===== config.mk =====
export PLATFORM = sky130hd
export DESIGN_NAME = srsf_ctrl
export DESIGN_NICKNAME = d
export VERILOG_FILES = /design/src/rtl/srsf_pkg.sv /design/src/rtl/srsf_ctrl.sv
export SDC_FILE = /design/constraint.sdc
export NUM_CORES = 1
export LEC_CHECK = 0
export ABC_AREA = 1
export BUFFER_PORTS_ARGS = -buffer_cell sky130_fd_sc_hd__buf_2
export CELL_PAD_IN_SITES_DETAIL_PLACEMENT = 2
export CELL_PAD_IN_SITES_GLOBAL_PLACEMENT = 2
export CORE_AREA = 3 3 40 42
export CTS_CLUSTER_SIZE = 30
export DETAILED_ROUTE_END_ITERATION = 7
export DIE_AREA = 0 0 43 45
export HOLD_SLACK_MARGIN = 0.1
export PLACE_DENSITY_LB_ADDON = 0.1
export SYNTH_ARGS = -nofsm -noshare
export SYNTH_HDL_FRONTEND = slang
export SYNTH_SLANG_ARGS = --single-unit

===== constraint.sdc =====
create_clock -name clk_i -period 1 [get_ports clk_i]
set_input_delay 0.15 -clock clk_i [delete_from_list [all_inputs] [get_ports clk_i]]
set_output_delay 0.15 -clock clk_i [all_outputs]
set_load 0.02 [all_outputs]

===== src/rtl/srsf_pkg.sv =====
package srsf_pkg;

  localparam int DEPTH_DEF       = 1024;
  localparam int SAMPLE_BITS_DEF = 16;

  localparam int SPIKE_MIN_FILL  = 3;

  localparam int VAL_W  = 16;
  localparam int AGE_W  = 10;
  localparam int POS_W  = 10;
  localparam int IDX_W  = 3;

  localparam logic [VAL_W-1:0] RANGE_MAX_RST = 16'd1024;

  localparam logic MODE_ADD  = 1'b0;
  localparam logic MODE_READ = 1'b1;

  typedef enum logic [IDX_W-1:0] {
    REG_SPIKE_ON = 3'd0,
    REG_RANGE_ON = 3'd1,
    REG_RANGE_MIN = 3'd2,
    REG_RANGE_MAX = 3'd3,
    REG_FALLBACK = 3'd4
  } reg_idx_e;

  typedef enum logic [1:0] {
    ST_IDLE = 2'b01,
    ST_READ = 2'b10
  } state_e;

  typedef struct packed {
    logic             mode;
    logic [VAL_W-1:0] sample;
    logic [AGE_W-1:0] age;
  } in_t;

  typedef struct packed {
    logic [VAL_W-1:0] value;
    logic             valid_res;
    logic [POS_W-1:0] position;
    logic             spike_fixed;
    logic             range_fixed;
  } out_t;

  typedef struct packed {
    logic             spike_removal_on;
    logic             range_check_on;
    logic [VAL_W-1:0] range_min;
    logic [VAL_W-1:0] range_max;
    logic [VAL_W-1:0] fallback_value;
  } cfg_t;

  // Controller to datapath commands.
  typedef struct packed {
    logic add_en;
    logic rd_en;
    logic rd_load;
  } cmd_t;

endpackage


===== src/rtl/srsf_ctrl.sv =====
module srsf_ctrl
  import srsf_pkg::*;
(
  input  logic clk_i,
  input  logic rst_ni,
  input  logic in_valid_i,
  input  logic in_mode_i,
  output logic in_stall_o,
  output logic out_valid_o,
  input  logic out_stall_i,
  output cmd_t cmd_o
);

  state_e state_q, state_d;
  logic   out_valid_q, out_valid_d;
  logic   out_free;
  logic   accept;

  // The output register is free if empty or being taken at this edge.
  assign out_free   = !out_valid_q || !out_stall_i;
  assign in_stall_o = !((state_q == ST_IDLE) && out_free);
  assign accept     = in_valid_i && !in_stall_o;

  always_comb begin
    cmd_o.add_en  = accept && (in_mode_i == MODE_ADD);
    cmd_o.rd_en   = accept && (in_mode_i == MODE_READ);
    cmd_o.rd_load = (state_q == ST_READ);
  end

  always_comb begin
    state_d = state_q;
    case (state_q)
      ST_IDLE: begin
        if (cmd_o.rd_en) state_d = ST_READ;
      end
      ST_READ: state_d = ST_IDLE;
      default: state_d = ST_IDLE;
    endcase
  end

  always_comb begin
    if (cmd_o.add_en || cmd_o.rd_load) begin
      out_valid_d = 1'b1;
    end else if (!out_stall_i) begin
      out_valid_d = 1'b0;
    end else begin
      out_valid_d = out_valid_q;
    end
  end

  always_ff @(posedge clk_i or negedge rst_ni) begin
    if (!rst_ni) begin
      state_q     <= ST_IDLE;
      out_valid_q <= 1'b0;
    end else begin
      state_q     <= state_d;
      out_valid_q <= out_valid_d;
    end
  end

  assign out_valid_o = out_valid_q;

endmodule


==> summary.txt, run 1 <==
Detailed routing
  – DRT Pass-1 Iters: 1
  – Antenna-violating nets left: 0
  – Via density per instance: 3.500
  – Vias: 182
  – Post-DR wirelength/cell: 9.288 um
  – DRC errors left: 0
  – DR iter-0 viols: 0
  – DRT Wirelength: 483 um

Cells and area
  – Final-layout fill cell count: 158
  – Syn-to-layout area delta: 128.9%
  – Most frequent cells in the layout: buf_6 (7), buf_2 (4), buf_4 (4)
  – Share of layout cells above drive strength 1: 0.7297
  – ANT cells: 0
  – Core Util, Final: 0.2697
  – Final nets: 43
  – Most common cell after layout, fill and taps aside: buf_6

Pwr
  – Clock power frac: 0.397
  – Sw Share: 0.2894
  – Internal: 377.2 uW
  – Sw power: 153.6 uW
  – Seq pwr share: 0.272
  – Pwr/cell area: 1532 nW/um^2
  – Worst vdd ir: 0.5690 mV
  – Leakage power: 0.1908 nW
  – Part of the power in combinational logic: 0.331

Global route
  – First-pass GRT wire length: 779 um
  – Tot GR Track Use: 0.06083
  – GRT overflow: 0
  – Initial antenna violation count: 0
  – Vias in the first global route: 183
  – Largest net degree at the start of global routing: 4

Setup path
  – CP peak stage delay: 530 ps
  – Most used cell, CP: inv_2
  – CP max FO: 3
  – Sum of buffers and inverters on the critical path: 3
  – RR Startpoint: state_q[0]
  – R2R depth: 6
  – Crit path kind: flop to output pin
  – RR Endpoint: state_q[1]
  – Critical Path Start Type: flop
  – Setup slack, reg-to-reg: -140 ps
  – Worst path required time: 850 ps
  – Crit path max-delay family: flip-flops
  – Endpoint class of the critical path: output pin
  – Arrival time at the worst endpoint: 1220 ps
  – Slowest CP cell: dfstp_2
  – Critical Path, Cell by Cell: inv_2 -> nor2_4 -> nand4_1 -> inv_2 -> buf_6

Floorplan
  – Horiz. Die Dim: 43 um
  – Die height: 45 um
  – Die area: 1935 sq um
  – Rows: 13
  – # IOs: 10
  – Initial core utilization: 0.1178
  – CORE AREA: 1285 sq um

Synthesis
  – Syn nets: 22
  – Post-synth cell types: 10
  – Mapped Cells: 17
  – Sequential share of the synthesized area: 0.5041
  – Yosys warnings: 0
  – Largest area contributor in the synthesized netlist: dfrtp_1
  – Mapped Area: 151.4 sq um
  – Synth top area cells: dfrtp_1 (33%), dfstp_2 (17%), inv_1 (12%)
  – Top-area cell type share of the netlist area: 0.3306
  – Synth Register Bits: 3
  – Syn Area/Cell: 8.906 sq um

Clock network
  – Clk root buf: clkbuf_4
  – Clock-pin slew on the worst setup and hold paths: 40 ps
  – Htree depth: 1
  – CTS tree: done
  – CTS sink cnt: 3
  – CTS Buf Count: 3
  – Clock latency at the later pin of the worst-skew pair: 230 ps
  – CTS max path bufs: 2

STA
  – # setup viols final: 8
  – Max Freq: 0.7303 GHz
  – Fin Setup TNS: -1579 ps
  – Fin. Hold Viols: 0
  – RSZ-0062 raised after global routing: yes
  – Setup WS post-layout: -369.3 ps
  – Fin. max-slew vios: 0
  – Final Cycle Share: 1.369
  – Fin Hold WS: 160.4 ps
  – Slew headroom: 0.9099
  – Tmin final: 1369 ps
  – Clk_skew: 4.110 ps
  – Worst Max-Slew Pin Slew: 134.8 ps

Job
  – Max-cap viol count: 0

Worst hold path
  – Worst hold path class: input pin to flop
  – WHS Endpoint: out_valid_o
  – Worst hold stages: 3
  – Hold Crit Start: out_stall_i

Placed design
  – RD Place Congestion: 0.5899
  – Worst slack, placed: -165.1 ps
  – # port buffers: 9
  – DP HPWL: 354.7 um

Run status
  – Status: finished, violations left
  – Failing checks: setup timing
final cells by class:
class                           instances  area [sq um]  area share
Timing Repair Buffer                   16         138.9      0.4007
Tap cell                               15         18.77     0.05415
Inverter                                6         22.52     0.06498
Multi-Input combinational cell          8         63.81      0.1841
Sequential cell                         3         76.32      0.2202
Clock buffer                            4         26.28     0.07581
what timing repair did:
action / in CTS / in global routing
buffers inserted: 3 / 0
endpoints found under the setup margin: 8 / 8
hold buffers: 1 / 0
pin swaps: 1 / 1
hold endpoints to repair: 3 / 0
resized for setup: 15 / 0
metal layers:
metal / vias to the layer above / GRT usage / wire, um / part of all wire
met5: - / 0 / 0 / 0
met4: 0 / 0.05422 / 0 / 0
met3: 0 / 0.03586 / 42 / 0.087
met2: 7 / 0.08084 / 248 / 0.51
met1: 85 / 0.06763 / 192 / 0.40
li1: 90 / - / - / -
stage by stage:
stage	cell area [sq um]	std cells	power (mW)
floorplan	151.4	17	0.2079
global placement	245.2	45	0.2672
detailed placement	245.2	45	0.2687
CTS	346.6	52	0.5452
global route	346.6	52	0.5740
finish	346.6	52	0.5308
power by group through the flow:
stage               Clock, mW  Combinational (mW)  Sequential [mW]
global route            0.238               0.190            0.145
detailed placement          0               0.123            0.146
finish                  0.211               0.176            0.144
floorplan                   0              0.0532            0.155
CTS                     0.225               0.176            0.145
global placement            0               0.121            0.146
flip-flops by register name, summed over array words and instances (netlist names):
signal       count
out_valid_o      1
state_q          2
worst max path at each step:
stage,startpoint,to,slack (ps),cells after the start
after floorplan,state_q[0],cmd_o[2],-30,4
after global placement,state_q[0],cmd_o[2],-150,5
after detailed placement,state_q[0],cmd_o[2],-170,5
after CTS,state_q[0],cmd_o[2],-380,5
after global routing,state_q[0],cmd_o[2],-470,5
final,state_q[0],cmd_o[2],-370,5
Yosys cell counts, drive strengths merged:
library cell	number
nor2	2
nand4	2
a21oi	1
nand2	3
dfrtp	2
inv	6
dfstp	1
cells by family (layout without fill, tap and decap cells):
kind of cell    count (synthesis)  count (layout)  share of synthesized area
flops                           3               3                     0.5042
simple gates                    7               7                     0.3141
compound gates                  1               1                    0.03303
buf+inv                         6              26                     0.1487
worst min-delay path, cell delays in order:
cell and delay [ps]:
buf_2 100, a21oi_2 50, nand2_2 60
Note: power is estimated with default switching activity, not from simulation.
==> run 2: changes to the inputs <==
Settings changed: CELL_PAD_IN_SITES_DETAIL_PLACEMENT 2 to unset, CELL_PAD_IN_SITES_GLOBAL_PLACEMENT 2 to unset, PLACE_DENSITY_LB_ADDON 0.1 to unset.
==> run 2 against run 1 <==
The run still ends with setup timing left. Critical path depth unchanged. Setup slack better by 13 ps. Routed wire length down 18%. Sequential power about the same. Clock-buffer cell count unchanged. Critical endpoint unchanged.
==> summary.txt, run 2 (synthesis results as in run 1) <==
Global route
  – Largest net degree at the start of global routing: 4
  – GRT overflow: 0
  – First-pass GRT wire length: 683 um
  – Tot GR Track Use: 0.05593
  – Vias in the first global route: 189
  – Initial antenna violation count: 0

STA
  – Final Cycle Share: 1.356
  – Worst Max-Slew Pin Slew: 128.0 ps
  – Setup WS post-layout: -356.1 ps
  – Max Freq: 0.7374 GHz
  – Tmin final: 1356 ps
  – # setup viols final: 7
  – RSZ-0062 raised after global routing: yes
  – Slew headroom: 0.9144
  – Fin. max-slew vios: 0
  – Clk_skew: 2.532 ps
  – Fin Setup TNS: -1576 ps
  – Fin. Hold Viols: 0

Run status
  – Status: finished, violations left
  – Failing checks: setup timing

Detailed routing
  – Via density per instance: 3.315
  – DRC errors left: 0
  – DR iter-0 viols: 1
  – Post-DR wirelength/cell: 7.315 um
  – DRT Pass-1 Iters: 4
  – Antenna-violating nets left: 0
  – Vias: 179
  – DRT Wirelength: 395 um

Pwr
  – Seq pwr share: 0.268
  – Leakage power: 0.2006 nW
  – Part of the power in combinational logic: 0.349
  – Pwr/cell area: 1495 nW/um^2
  – Clock power frac: 0.383
  – Sw Share: 0.2754
  – Internal: 391.7 uW
  – Sw power: 148.9 uW
  – Worst vdd ir: 0.3877 mV

Cells and area
  – Largest register by flop count: state_q
  – Most frequent cells in the layout: buf_6 (7), buf_4 (6), buf_2 (4)
  – Largest register FFs: 2
  – Syn-to-layout area delta: 138.8%
  – ANT cells: 0
  – Final Instance Area: 361.6 sq um
  – Most common cell after layout, fill and taps aside: buf_6
  – Final nets: 45
  – Core Util, Final: 0.2814
  – Share of layout cells above drive strength 1: 0.7436

Setup path
  – Critical Path Start Type: flop
  – Endpoint class of the critical path: output pin
  – Critical Path, Cell by Cell: inv_2 -> nor2_4 -> nand4_1 -> inv_2 -> buf_6
  – Arrival time at the worst endpoint: 1210 ps
  – CP max FO: 3
  – Most used cell, CP: inv_2
  – Crit path kind: flop to output pin
  – Sum of buffers and inverters on the critical path: 3
  – Slowest CP cell: dfstp_2
  – Worst path required time: 850 ps
  – Crit path max-delay family: flip-flops
  – CP peak stage delay: 530 ps

Placed design
  – Placed cell area: 252.7 sq um
  – # port buffers: 9
  – RD Place Congestion: 0.7099
  – DP HPWL: 308.6 um

Floorplan
  – Die height: 45 um
  – Die area: 1935 sq um
  – # IOs: 10
  – CORE AREA: 1285 sq um
  – Horiz. Die Dim: 43 um
  – Initial core utilization: 0.1178
  – Rows: 13

Clock network
  – CTS tree: done
  – CTS max path bufs: 2
  – CTS Buf Count: 3
  – Clock-pin slew on the worst setup and hold paths: 40 ps
  – CTS sink cnt: 3
  – Clock latency at the later pin of the worst-skew pair: 230 ps
  – Clk root buf: clkbuf_4
  – Htree depth: 1

Worst hold path
  – Worst hold path class: input pin to flop

Job
  – Max-cap viol count: 0
run 2: changes by cell type in the layout (fill, tap and decap cells not counted):
cell   previous run  this run
buf_4             4         6
run 2: worst paths after layout:
| kind | slack (ps) | from | cells after the start | to |
|---|---|---|---|---|
| worst max-delay path | -360 | state_q[0] | 5 | cmd_o[2] |
| worst min-delay path | 150 | out_stall_i | 3 | out_valid_o |
| worst max register to register | -100 | state_q[0] | 6 | out_valid_o |
| worst min register to register | 650 | state_q[1] | 3 | state_q[0] |
| max in group asynchronous | 560 | rst_ni | 2 | state_q[0] |
| min in group asynchronous | 250 | rst_ni | 2 | state_q[1] |
run 2: repair_timing:
| item | in CTS | in global routing |
|---|---|---|
| buffers inserted | 1 | 2 |
| pin swaps | 1 | 2 |
| hold buffers | 1 | 0 |
| endpoints found under the hold margin | 3 | 0 |
| endpoints found under the setup margin | 8 | 8 |
| resized for setup | 12 | 3 |
run 2: cell type report:
class / count / area, sq um
inverter: 6 / 22.52
clock buffer: 4 / 26.28
multi-input combinational: 8 / 63.81
timing repair buffer: 18 / 153.9
tap: 15 / 18.77
sequential: 3 / 76.32
fill: 143 / 923.4
run 2: power groups by stage:
| stage | Sequential (mW) | Combinational (mW) | Clock (mW) |
|---|---|---|---|
| floorplan | 0.155 | 0.0532 | 0 |
| global placement | 0.146 | 0.125 | 0 |
| detailed placement | 0.146 | 0.127 | 0 |
| CTS | 0.146 | 0.168 | 0.219 |
| global route | 0.147 | 0.203 | 0.239 |
| finish | 0.145 | 0.188 | 0.207 |
run 2: routing by layer:
layer	global-route usage	share of wire	routed length [um]	vias up
li1	-	-	-	93
met1	0.04126	0.30	119	79
met2	0.07784	0.59	233	7
met3	0.04781	0.11	43	0
met4	0.07229	0	0	0
met5	0	0	0	-
run 2: metrics by stage:
step	power [mW]	setup WS [ps]	instances	hold slack, ps
after floorplan	0.2079	-30.43	17	-145.6
after global placement	0.2705	-140.1	46	-52.96
after detailed placement	0.2723	-153.1	46	-53.20
after CTS	0.5324	-387.9	52	161.2
after global routing	0.5884	-452.0	54	144.4
final	0.5406	-356.1	54	146.0
run 2: worst min-delay path: cells and delay by family:
kind | cells | cell delay, ps
buf+inv | 1 | 100
compound gates | 1 | 50
simple gates | 1 | 40
