$ cat config.mk
export PLATFORM = sky130hd
export DESIGN_NAME = srsf_cfg
export DESIGN_NICKNAME = d
export VERILOG_FILES = /design/src/rtl/srsf_pkg.sv /design/src/rtl/srsf_cfg.sv
export SDC_FILE = /design/constraint.sdc
export NUM_CORES = 1
export LEC_CHECK = 0
export ABC_CLOCK_PERIOD_IN_PS = 900
export CAP_MARGIN = 5
export CORE_ASPECT_RATIO = 1.1
export CORE_MARGIN = 2
export CORE_UTILIZATION = 50
export CTS_CLUSTER_DIAMETER = 120
export DETAILED_ROUTE_END_ITERATION = 6
export DONT_BUFFER_PORTS = 1
export SLEW_MARGIN = 20
export SYNTH_ARGS = -nofsm -noshare
export SYNTH_HDL_FRONTEND = slang
export SYNTH_SLANG_ARGS = --single-unit
export TNS_END_PERCENT = 100
$ cat constraint.sdc
create_clock -name clk_i -period 0.9 [get_ports clk_i]
set_input_delay 0.045 -clock clk_i [delete_from_list [all_inputs] [get_ports clk_i]]
set_output_delay 0.045 -clock clk_i [all_outputs]
set_load 0.005 [all_outputs]
$ cat src/rtl/srsf_pkg.sv
package srsf_pkg;

  localparam int DEPTH_DEF       = 1024;
  localparam int SAMPLE_BITS_DEF = 16;

  localparam int SPIKE_MIN_FILL  = 3;

  localparam int VAL_W  = 16;
  localparam int AGE_W  = 10;
  localparam int POS_W  = 10;
  localparam int IDX_W  = 3;

  localparam logic [VAL_W-1:0] RANGE_MAX_RST = 16'd1024;

  localparam logic MODE_ADD  = 1'b0;
  localparam logic MODE_READ = 1'b1;

  typedef enum logic [IDX_W-1:0] {
    REG_SPIKE_ON = 3'd0,
    REG_RANGE_ON = 3'd1,
    REG_RANGE_MIN = 3'd2,
    REG_RANGE_MAX = 3'd3,
    REG_FALLBACK = 3'd4
  } reg_idx_e;

  typedef enum logic [1:0] {
    ST_IDLE = 2'b01,
    ST_READ = 2'b10
  } state_e;

  typedef struct packed {
    logic             mode;
    logic [VAL_W-1:0] sample;
    logic [AGE_W-1:0] age;
  } in_t;

  typedef struct packed {
    logic [VAL_W-1:0] value;
    logic             valid_res;
    logic [POS_W-1:0] position;
    logic             spike_fixed;
    logic             range_fixed;
  } out_t;

  typedef struct packed {
    logic             spike_removal_on;
    logic             range_check_on;
    logic [VAL_W-1:0] range_min;
    logic [VAL_W-1:0] range_max;
    logic [VAL_W-1:0] fallback_value;
  } cfg_t;

  // Controller to datapath commands.
  typedef struct packed {
    logic add_en;
    logic rd_en;
    logic rd_load;
  } cmd_t;

endpackage

$ cat src/rtl/srsf_cfg.sv
module srsf_cfg
  import srsf_pkg::*;
(
  input  logic             clk_i,
  input  logic             rst_ni,
  input  logic             cfg_we_i,
  input  logic [IDX_W-1:0] cfg_idx_i,
  input  logic [VAL_W-1:0] cfg_data_i,
  output cfg_t             cfg_o
);

  cfg_t cfg_q, cfg_d;

  always_comb begin
    cfg_d = cfg_q;
    if (cfg_we_i) begin
      case (reg_idx_e'(cfg_idx_i))
        REG_SPIKE_ON:  cfg_d.spike_removal_on = cfg_data_i[0];
        REG_RANGE_ON:  cfg_d.range_check_on   = cfg_data_i[0];
        REG_RANGE_MIN: cfg_d.range_min        = cfg_data_i;
        REG_RANGE_MAX: cfg_d.range_max        = cfg_data_i;
        REG_FALLBACK:  cfg_d.fallback_value   = cfg_data_i;
        default:       cfg_d = cfg_q;
      endcase
    end
  end

  always_ff @(posedge clk_i or negedge rst_ni) begin
    if (!rst_ni) begin
      cfg_q.spike_removal_on <= 1'b0;
      cfg_q.range_check_on   <= 1'b0;
      cfg_q.range_min        <= '0;
      cfg_q.range_max        <= RANGE_MAX_RST;
      cfg_q.fallback_value   <= '0;
    end else begin
      cfg_q <= cfg_d;
    end
  end

  assign cfg_o = cfg_q;

endmodule

==> impl_metrics.toml, run 1 <==
[outcome]
outcome = "finished, violations left"
violations = "hold timing"

[setup_path]
critPathRequiredTime_ns = 0.85
cp_data_arrival_time_ns = 0.84
endpoint_kind = "primary output"
critPathKind = "reg2out"
path_max_fanout = 2
cp-start-kind = "register"

[synthesis]
syn-cell-area_um2 = 1980
yosys-top-cells-area = "dfrtp_1, mux2_2, mux2_4"
yosysWarnings = 0
synth_seq_area_share = 0.633
syn_inst = 110
synth.largest_area_cell = "dfrtp_1"
syn_nets = 132
ys_ff_latch = 50
synth_top_area_frac = 0.619
synth_area_per_cell_um2 = 18.0
synth_cell_type_count = 11

[finish]
utilization = 0.618
fin_nets = 154
fill_cells = 279
multi_input_area_um2 = 708
largest_register_ffs = 50
syn_to_final_growth_pct = 16.0
diodes = 0
fin_area_um2 = 2300
register_area_um2 = 1250
post_route_cells_drive_above_1_share = 0.481

[die]
dieWidth_um = 64.0
core-area_um2 = 3710
die_height_um = 70.0
start_util = 0.533
pin_count = 72
rows = 23
dieArea_um2 = 4480

[sta]
final.min_clock_period_ns = 0.889
whs_ns = -0.572
report.final.slew_viol_count = 0
post-route-period-util = 0.988
slew_headroom = 0.769
finalSetupViolCount = 0
fin_skew_ns = 0
hold_violations = 50
grt_setup_unrepaired = "true"
tightestPinTransition_ns = 0.346
timing.fmax_ghz = 1.12

[clock_network]
htreeDepth = 2
cts_buffers = 5
clk_latency_ns = 0.29
cts_setup_buffers = 0
cts-resized-gates = 0
path_clk_slew_ns = 0.09
clock_path_buffers = 2
cts_hold_buf = 16
root_buffer = "clkbuf_8"
cts_tree = "yes"
cts_sinks = 50

[drt]
vias_per_cell = 5.42
antenna_left = 0
drt_iter0_drc = 34
dr.pass1.iters = 3
drc_errors = 0
routed_wl_mm = 3.55
wire_per_inst_um = 19.4
dr_total_vias = 992

[place]
place_area_um2 = 2050
dpl.hpwl_mm = 2.40
gp_congestion = 0.646
portBuffers = 0

[pwr]
p_leak_nw = 1.03
power_density_nw_per_um2 = 2220
irDropWorstVdd_v = 0.00129
power_mw = 5.09

[global_route]
grt_usage = 0.171
grt_overflow = 0
antenna_found_initial = 0
grt_pass1_wl_mm = 5.89
grt_max_degree = 51
grt_pass1_vias = 1103

[hold_path]
hp-class = "in2async"

[flow_run]
cap_violations = 0
[routing by layer]
metal	wire [um]	GRT usage
met5	0	0
met3	399	0.0741
met4	53	0.0580
met2	1680	0.263
met1	1420	0.215
[metrics by stage]
step / std cells / TNS, ns / setup WS, ns / hold slack [ns]
floorplan: 110 / -1.74 / -0.0935 / -0.251
global placement: 159 / -2.47 / -0.0843 / -0.250
detailed placement: 159 / -2.99 / -0.117 / -0.250
CTS: 183 / -0.00166 / -0.00166 / -0.589
global route: 183 / -0.0186 / -0.0186 / -0.597
finish: 183 / 0 / 0.0110 / -0.572
[synth_stat cells]
cell type  instances
dfrtp_1           49
mux2_2            39
mux2_4            11
buf_6              3
and4bb_1           2
and4bb_2           1
buf_12             1
buf_4              1
dfstp_2            1
nand4b_2           1
nor4b_1            1
[final cells by class]
class,instances,area share
clock buffer,6,0.0316
timing repair buffer,20,0.0828
sequential,50,0.546
multi-input combinational,55,0.308
clock inverter,2,0.00436
tap,50,0.0272
[kinds of logic after synthesis]
kind of cell / count (synthesis) / share of synthesized area
DFF: 50 / 0.633
and+or+nand+nor: 5 / 0.0310
buffers and inverters: 5 / 0.0310
muxes: 50 / 0.305
[final timing paths]
path	start	endpoint	slack [ns]	cells after the start
setup / recovery	cfg_o[26]$_DFFE_PN1P_	cfg_o[26]	0.01	0
hold / removal	rst_ni	cfg_o[11]$_DFFE_PN0P_	-0.57	0
setup reg to reg	cfg_o[46]$_DFFE_PN0P_	cfg_o[46]$_DFFE_PN0P_	0.09	1
hold reg to reg	cfg_o[29]$_DFFE_PN0P_	cfg_o[29]$_DFFE_PN0P_	0.54	1
max in group asynchronous	rst_ni	cfg_o[26]$_DFFE_PN1P_	1.28	0
min in group clk_i	cfg_idx_i[0]	cfg_o[49]$_DFFE_PN0P_	0.02	2
[report_power, final]
group          internal, mW  switching (mW)  total [mW]
Combinational         0.538           0.172       0.710
Clock                 0.539           0.688        1.23
Sequential             2.75           0.405        3.16
Total                  3.83            1.26        5.09
[cells in the final DEF, fill, tap and decap left out]
cell type	Yosys	final
dfrtp_1	49	49
mux2_2	39	30
mux2_4	11	20
dlygate4sd3_1	0	16
clkbuf_8	0	5
buf_4	1	4
and4bb_1	2	2
clkinv_2	0	2
nand4b_4	0	1
nor4b_1	1	1
and4bb_2	1	1
dfstp_2	1	1
clkbuf_1	0	1
No activity file was read; power rests on OpenSTA's default activity.
==> run 2: changes to the inputs <==
CORE_MARGIN = 4   (was 2)
==> impl_metrics.toml, run 2 (synthesis gave the netlist of run 1 again) <==
[outcome]
outcome = "finished, violations left"
violations = "hold timing"

[place]
dpl.hpwl_mm = 2.54
gp_congestion = 0.575
portBuffers = 0
place_area_um2 = 2070
dp.cells = 159

[sta]
slew_headroom = 0.763
timing.fmax_ghz = 1.13
finalSetupViolCount = 0
final.min_clock_period_ns = 0.881
grt_setup_unrepaired = "true"
whs_ns = -0.567
post-route-period-util = 0.979
fin_skew_ns = 0
report.final.slew_viol_count = 0
tightestPinTransition_ns = 0.355
hold_violations = 50
setup_tns_ns = 0

[setup_path]
reg2regPathDepth = 1
cp-start-kind = "register"
cp_data_arrival_time_ns = 0.84
crit_cells = 0
path_max_fanout = 2
endpoint_kind = "primary output"
critPathRequiredTime_ns = 0.85
critPathKind = "reg2out"
reg2reg_to = "cfg_o[27]$_DFFE_PN0P_"
reg2reg_setup_slack_ns = 0.09
r2r_start = "cfg_o[27]$_DFFE_PN0P_"

[clock_network]
cts_buffers = 5
clk_latency_ns = 0.28
cts_hold_buf = 16
root_buffer = "clkbuf_8"
htreeDepth = 2
clock_path_buffers = 2
path_clk_slew_ns = 0.09
cts_sinks = 50
cts_tree = "yes"

[pwr]
clock_power_share = 0.290
irDropWorstVdd_v = 0.00121
switchingPower_mw = 1.26
p_comb_frac = 0.131
power_density_nw_per_um2 = 2330
seqPwrFrac = 0.579
p_sw_frac = 0.230
p_leak_nw = 1.04
p_int_mw = 4.20

[die]
die_height_um = 74.0
dieArea_um2 = 5030
dieWidth_um = 68.0
rows = 23
pin_count = 72
start_util = 0.529
core-area_um2 = 3740

[global_route]
grt_usage = 0.153
grt_overflow = 0
antenna_found_initial = 0
grt_pass1_vias = 1096
grt_max_degree = 51
grt_pass1_wl_mm = 5.55

[drt]
dr_wl_met3_um = 316
routed_wl_mm = 3.60
met1_length_mm = 1.34
antenna_left = 0
wl_met2_mm = 1.90
drc_errors = 0
vias_per_cell = 5.51
topRoutingLayerUsed = "met4"
drt_iter0_drc = 48
wire_per_inst_um = 19.7
dr.pass1.iters = 2
dr_total_vias = 1009

[finish]
largest_register_ffs = 50
fin_nets = 154
utilization = 0.626
fill_cells = 293
most-common-layout-cells = "dfrtp_1, mux2_2, mux2_4"
mostFrequentLayoutCell = "dfrtp_1"
fin_area_um2 = 2340
post_route_cells_drive_above_1_share = 0.481
fin_cells = 183
diodes = 0
syn_to_final_growth_pct = 18.3

[flow_run]
cap_violations = 0

[hold_path]
hp-class = "in2async"
[run 2: cell types whose count changed in the layout (fill, tap and decap cells not counted)]
cell	delta
buf_4	-1
clkinv_2	-2
buf_12	+1
bufinv_16	+1
clkbuf_8	+1
[run 2: worst max-delay path by stage]
stage / from / end / slack [ns]
2_1_floorplan: cfg_idx_i[0] / cfg_o[32]$_DFFE_PN0P_ / -0.09
3_3_place_gp: cfg_idx_i[1] / cfg_o[13]$_DFFE_PN0P_ / -0.10
3_5_place_dp: cfg_idx_i[0] / cfg_o[40]$_DFFE_PN0P_ / -0.12
4_1_cts: cfg_o[26]$_DFFE_PN1P_ / cfg_o[26] / 0.007
5_1_grt: cfg_o[26]$_DFFE_PN1P_ / cfg_o[26] / -0.01
6_report: cfg_o[26]$_DFFE_PN1P_ / cfg_o[26] / 0.02
[run 2: power groups by stage]
stage | Sequential, mW | Clock, mW | Combinational (mW)
after global placement | 3.20 | 0 | 0.617
after detailed placement | 3.22 | 0 | 0.652
after global routing | 3.23 | 1.72 | 0.782
after CTS | 3.18 | 1.63 | 0.729
final | 3.16 | 1.58 | 0.716
after floorplan | 3.07 | 0 | 0.599
[run 2: cell type report]
type / instances / area, um2 / share of cell area
Tap cell: 50 / 62.6 / 0.0267
Sequential cell: 50 / 1250 / 0.535
Timing Repair Buffer: 20 / 203 / 0.0865
Clock inverter: 1 / 30.0 / 0.0128
Multi-Input combinational cell: 55 / 708 / 0.302
Clock buffer: 7 / 86.3 / 0.0369
[run 2: layer usage]
| layer | vias up | GRT usage |
|---|---|---|
| met5 | - | 0 |
| met4 | 0 | 0.0662 |
| met2 | 40 | 0.253 |
| met3 | 5 | 0.0559 |
| li1 | 433 | - |
| met1 | 531 | 0.178 |
[run 2: per-stage QoR]
step	hold slack (ns)	worst slack [ns]	power, mW
after floorplan	-0.251	-0.0935	3.67
after global placement	-0.249	-0.105	3.82
after detailed placement	-0.249	-0.116	3.87
after CTS	-0.580	0.00736	5.53
after global routing	-0.590	-0.0112	5.74
final	-0.567	0.0189	5.45
[run 2: what timing repair did]
| item | CTS | global route |
|---|---|---|
| gates resized for setup | 0 | 0 |
| endpoints found under the setup margin | 0 | 1 |
| hold endpoints to repair | 100 | 50 |
| buffers inserted | 0 | 0 |
==> run 3: changes to the inputs <==
ABC_AREA = 1   (was not set)
==> impl_metrics.toml, run 3 <==
[clock_network]
cts_hold_buf = 20
cts_sinks = 50
clock_path_buffers = 2
htreeDepth = 2
cts_buffers = 5
cts_tree = "yes"
clk_latency_ns = 0.29
cts-resized-gates = 0
root_buffer = "clkbuf_8"
cts_setup_buffers = 0
path_clk_slew_ns = 0.09

[sta]
finalSetupViolCount = 1
tightestPinTransition_ns = 0.393
setup_tns_ns = -0.00138
final.min_clock_period_ns = 0.901
timing.fmax_ghz = 1.11
whs_ns = -0.572
report.final.slew_viol_count = 0
fin_ws_ns = -0.00138
grt_setup_unrepaired = "true"
slew_headroom = 0.738
post-route-period-util = 1.00
fin_skew_ns = 0
hold_violations = 50

[pwr]
p_leak_nw = 1.27
power_density_nw_per_um2 = 2080
irDropWorstVdd_v = 0.00106
power_mw = 4.98

[place]
dp.cells = 276
gp_congestion = 0.753
pre_cts_ws_ns = 0.0211
portBuffers = 0
dpl.hpwl_mm = 3.50

[synthesis]
synthArstFlopShare = 1.00
synth_edf_count = 0
synth_area_per_cell_um2 = 8.93
synthTopCellsByCount = "nand2_1, dfrtp_1, nand3_1"
synth.most_common_cell = "nand2_1"
syn-cell-area_um2 = 2040
synth_top_area_frac = 0.602
ys_ff_latch = 50
yosys-top-cells-area = "dfrtp_1, nand2_1, nand3_1"
synth_cell_type_count = 15
yosysWarnings = 0
syn_nets = 250
synth_ff_type = "dfrtp_1"
synth.largest_area_cell = "dfrtp_1"
syn_inst = 228
synth_seq_area_share = 0.615

[setup_path]
cp_data_arrival_time_ns = 0.86
critPathRequiredTime_ns = 0.85
path_max_fanout = 2
reg2reg_to = "cfg_o[26]$_DFFE_PN1P_"
cp-start-kind = "register"
reg2regPathDepth = 2
endpoint_kind = "primary output"
reg2reg_setup_slack_ns = 0.15
critPathKind = "reg2out"
r2r_start = "cfg_o[26]$_DFFE_PN1P_"

[drt]
drt_iter0_drc = 134
wire_per_inst_um = 16.4
dr.pass1.iters = 4
dr_total_vias = 1626
vias_per_cell = 5.35
antenna_left = 0
drc_errors = 0
routed_wl_mm = 4.99

[finish]
fin_nets = 273
multi_input_area_um2 = 694
most-common-layout-cells = "nand2_1, dfrtp_1, nand3_1"
register_area_um2 = 1250
post_route_cells_drive_above_1_share = 0.0992
fin_cells = 304
syn_to_final_growth_pct = 17.4
fill_cells = 356
diodes = 0
largest_register_ffs = 50
utilization = 0.608
mostFrequentLayoutCell = "nand2_1"

[die]
rows = 24
core-area_um2 = 3930
die_height_um = 74.9
dieArea_um2 = 5160
pin_count = 72
start_util = 0.518
dieWidth_um = 68.9

[global_route]
grt_pass1_wl_mm = 7.78
grt_pass1_vias = 1557
grt_overflow = 0
grt_usage = 0.207
grt_max_degree = 51
antenna_found_initial = 0

[outcome]
outcome = "finished, violations left"
violations = "hold timing, setup timing"

[hold_path]
hp-class = "in2async"

[flow_run]
cap_violations = 0
[run 3: changes by cell type after synthesis, sizes merged]
cell,change
inv,+6
clkbuf,+1
mux2,-50
buf,+3
nand2,+124
nand4b,-1
nand3,+34
nor2,+5
nor4b,-1
and4bb,-3
[run 3: final cells by class]
cell class | instances | area share
Inverter | 6 | 0.00941
Sequential cell | 50 | 0.524
Multi-Input combinational cell | 163 | 0.290
Timing Repair Buffer | 25 | 0.110
Tap cell | 52 | 0.0272
Clock inverter | 2 | 0.00523
Clock buffer | 6 | 0.0345
[run 3: metrics by stage]
| stage | hold WS [ns] | instance area, um2 |
|---|---|---|
| final | -0.572 | 2390 |
| after global routing | -0.598 | 2390 |
| after detailed placement | -0.249 | 2100 |
| after CTS | -0.580 | 2390 |
| after floorplan | -0.251 | 2040 |
| after global placement | -0.249 | 2100 |
[run 3: routing by layer]
layer	wire length [um]	global-route usage	part of all wire	vias up
li1	-	-	-	761
met1	1810	0.236	0.36	777
met2	2600	0.355	0.52	80
met3	517	0.0791	0.10	8
met4	64	0.0671	0.013	0
met5	0	0	0	-
[run 3: worst max-delay path by stage]
stage,start,to,slack [ns],cells past startpoint
5_1_grt,cfg_o[26]$_DFFE_PN1P_,cfg_o[26],-0.03,0
3_5_place_dp,cfg_we_i,cfg_o[40]$_DFFE_PN0P_,0.02,6
4_1_cts,cfg_o[26]$_DFFE_PN1P_,cfg_o[26],-0.01,0
2_1_floorplan,cfg_we_i,cfg_o[21]$_DFFE_PN0P_,0.17,6
6_report,cfg_o[26]$_DFFE_PN1P_,cfg_o[26],-0.001,0
3_3_place_gp,cfg_we_i,cfg_o[47]$_DFFE_PN0P_,0.06,6
[run 3: cell families after synthesis]
family                 share of synthesized area
DFF                                        0.615
buffers and inverters                     0.0442
and+or+nand+nor                            0.341
[run 3: timing repair]
item	CTS	global route
pin swaps	0	0
endpoints found under the setup margin	1	1
endpoints found under the hold margin	100	50
[run 3: where the power goes]
part           switching [mW]  leakage, nW  total, mW  internal (mW)
registers               0.361        0.627       3.04           2.67
logic                   0.335        0.601      0.605          0.271
clock network           0.720       0.0472       1.34          0.619
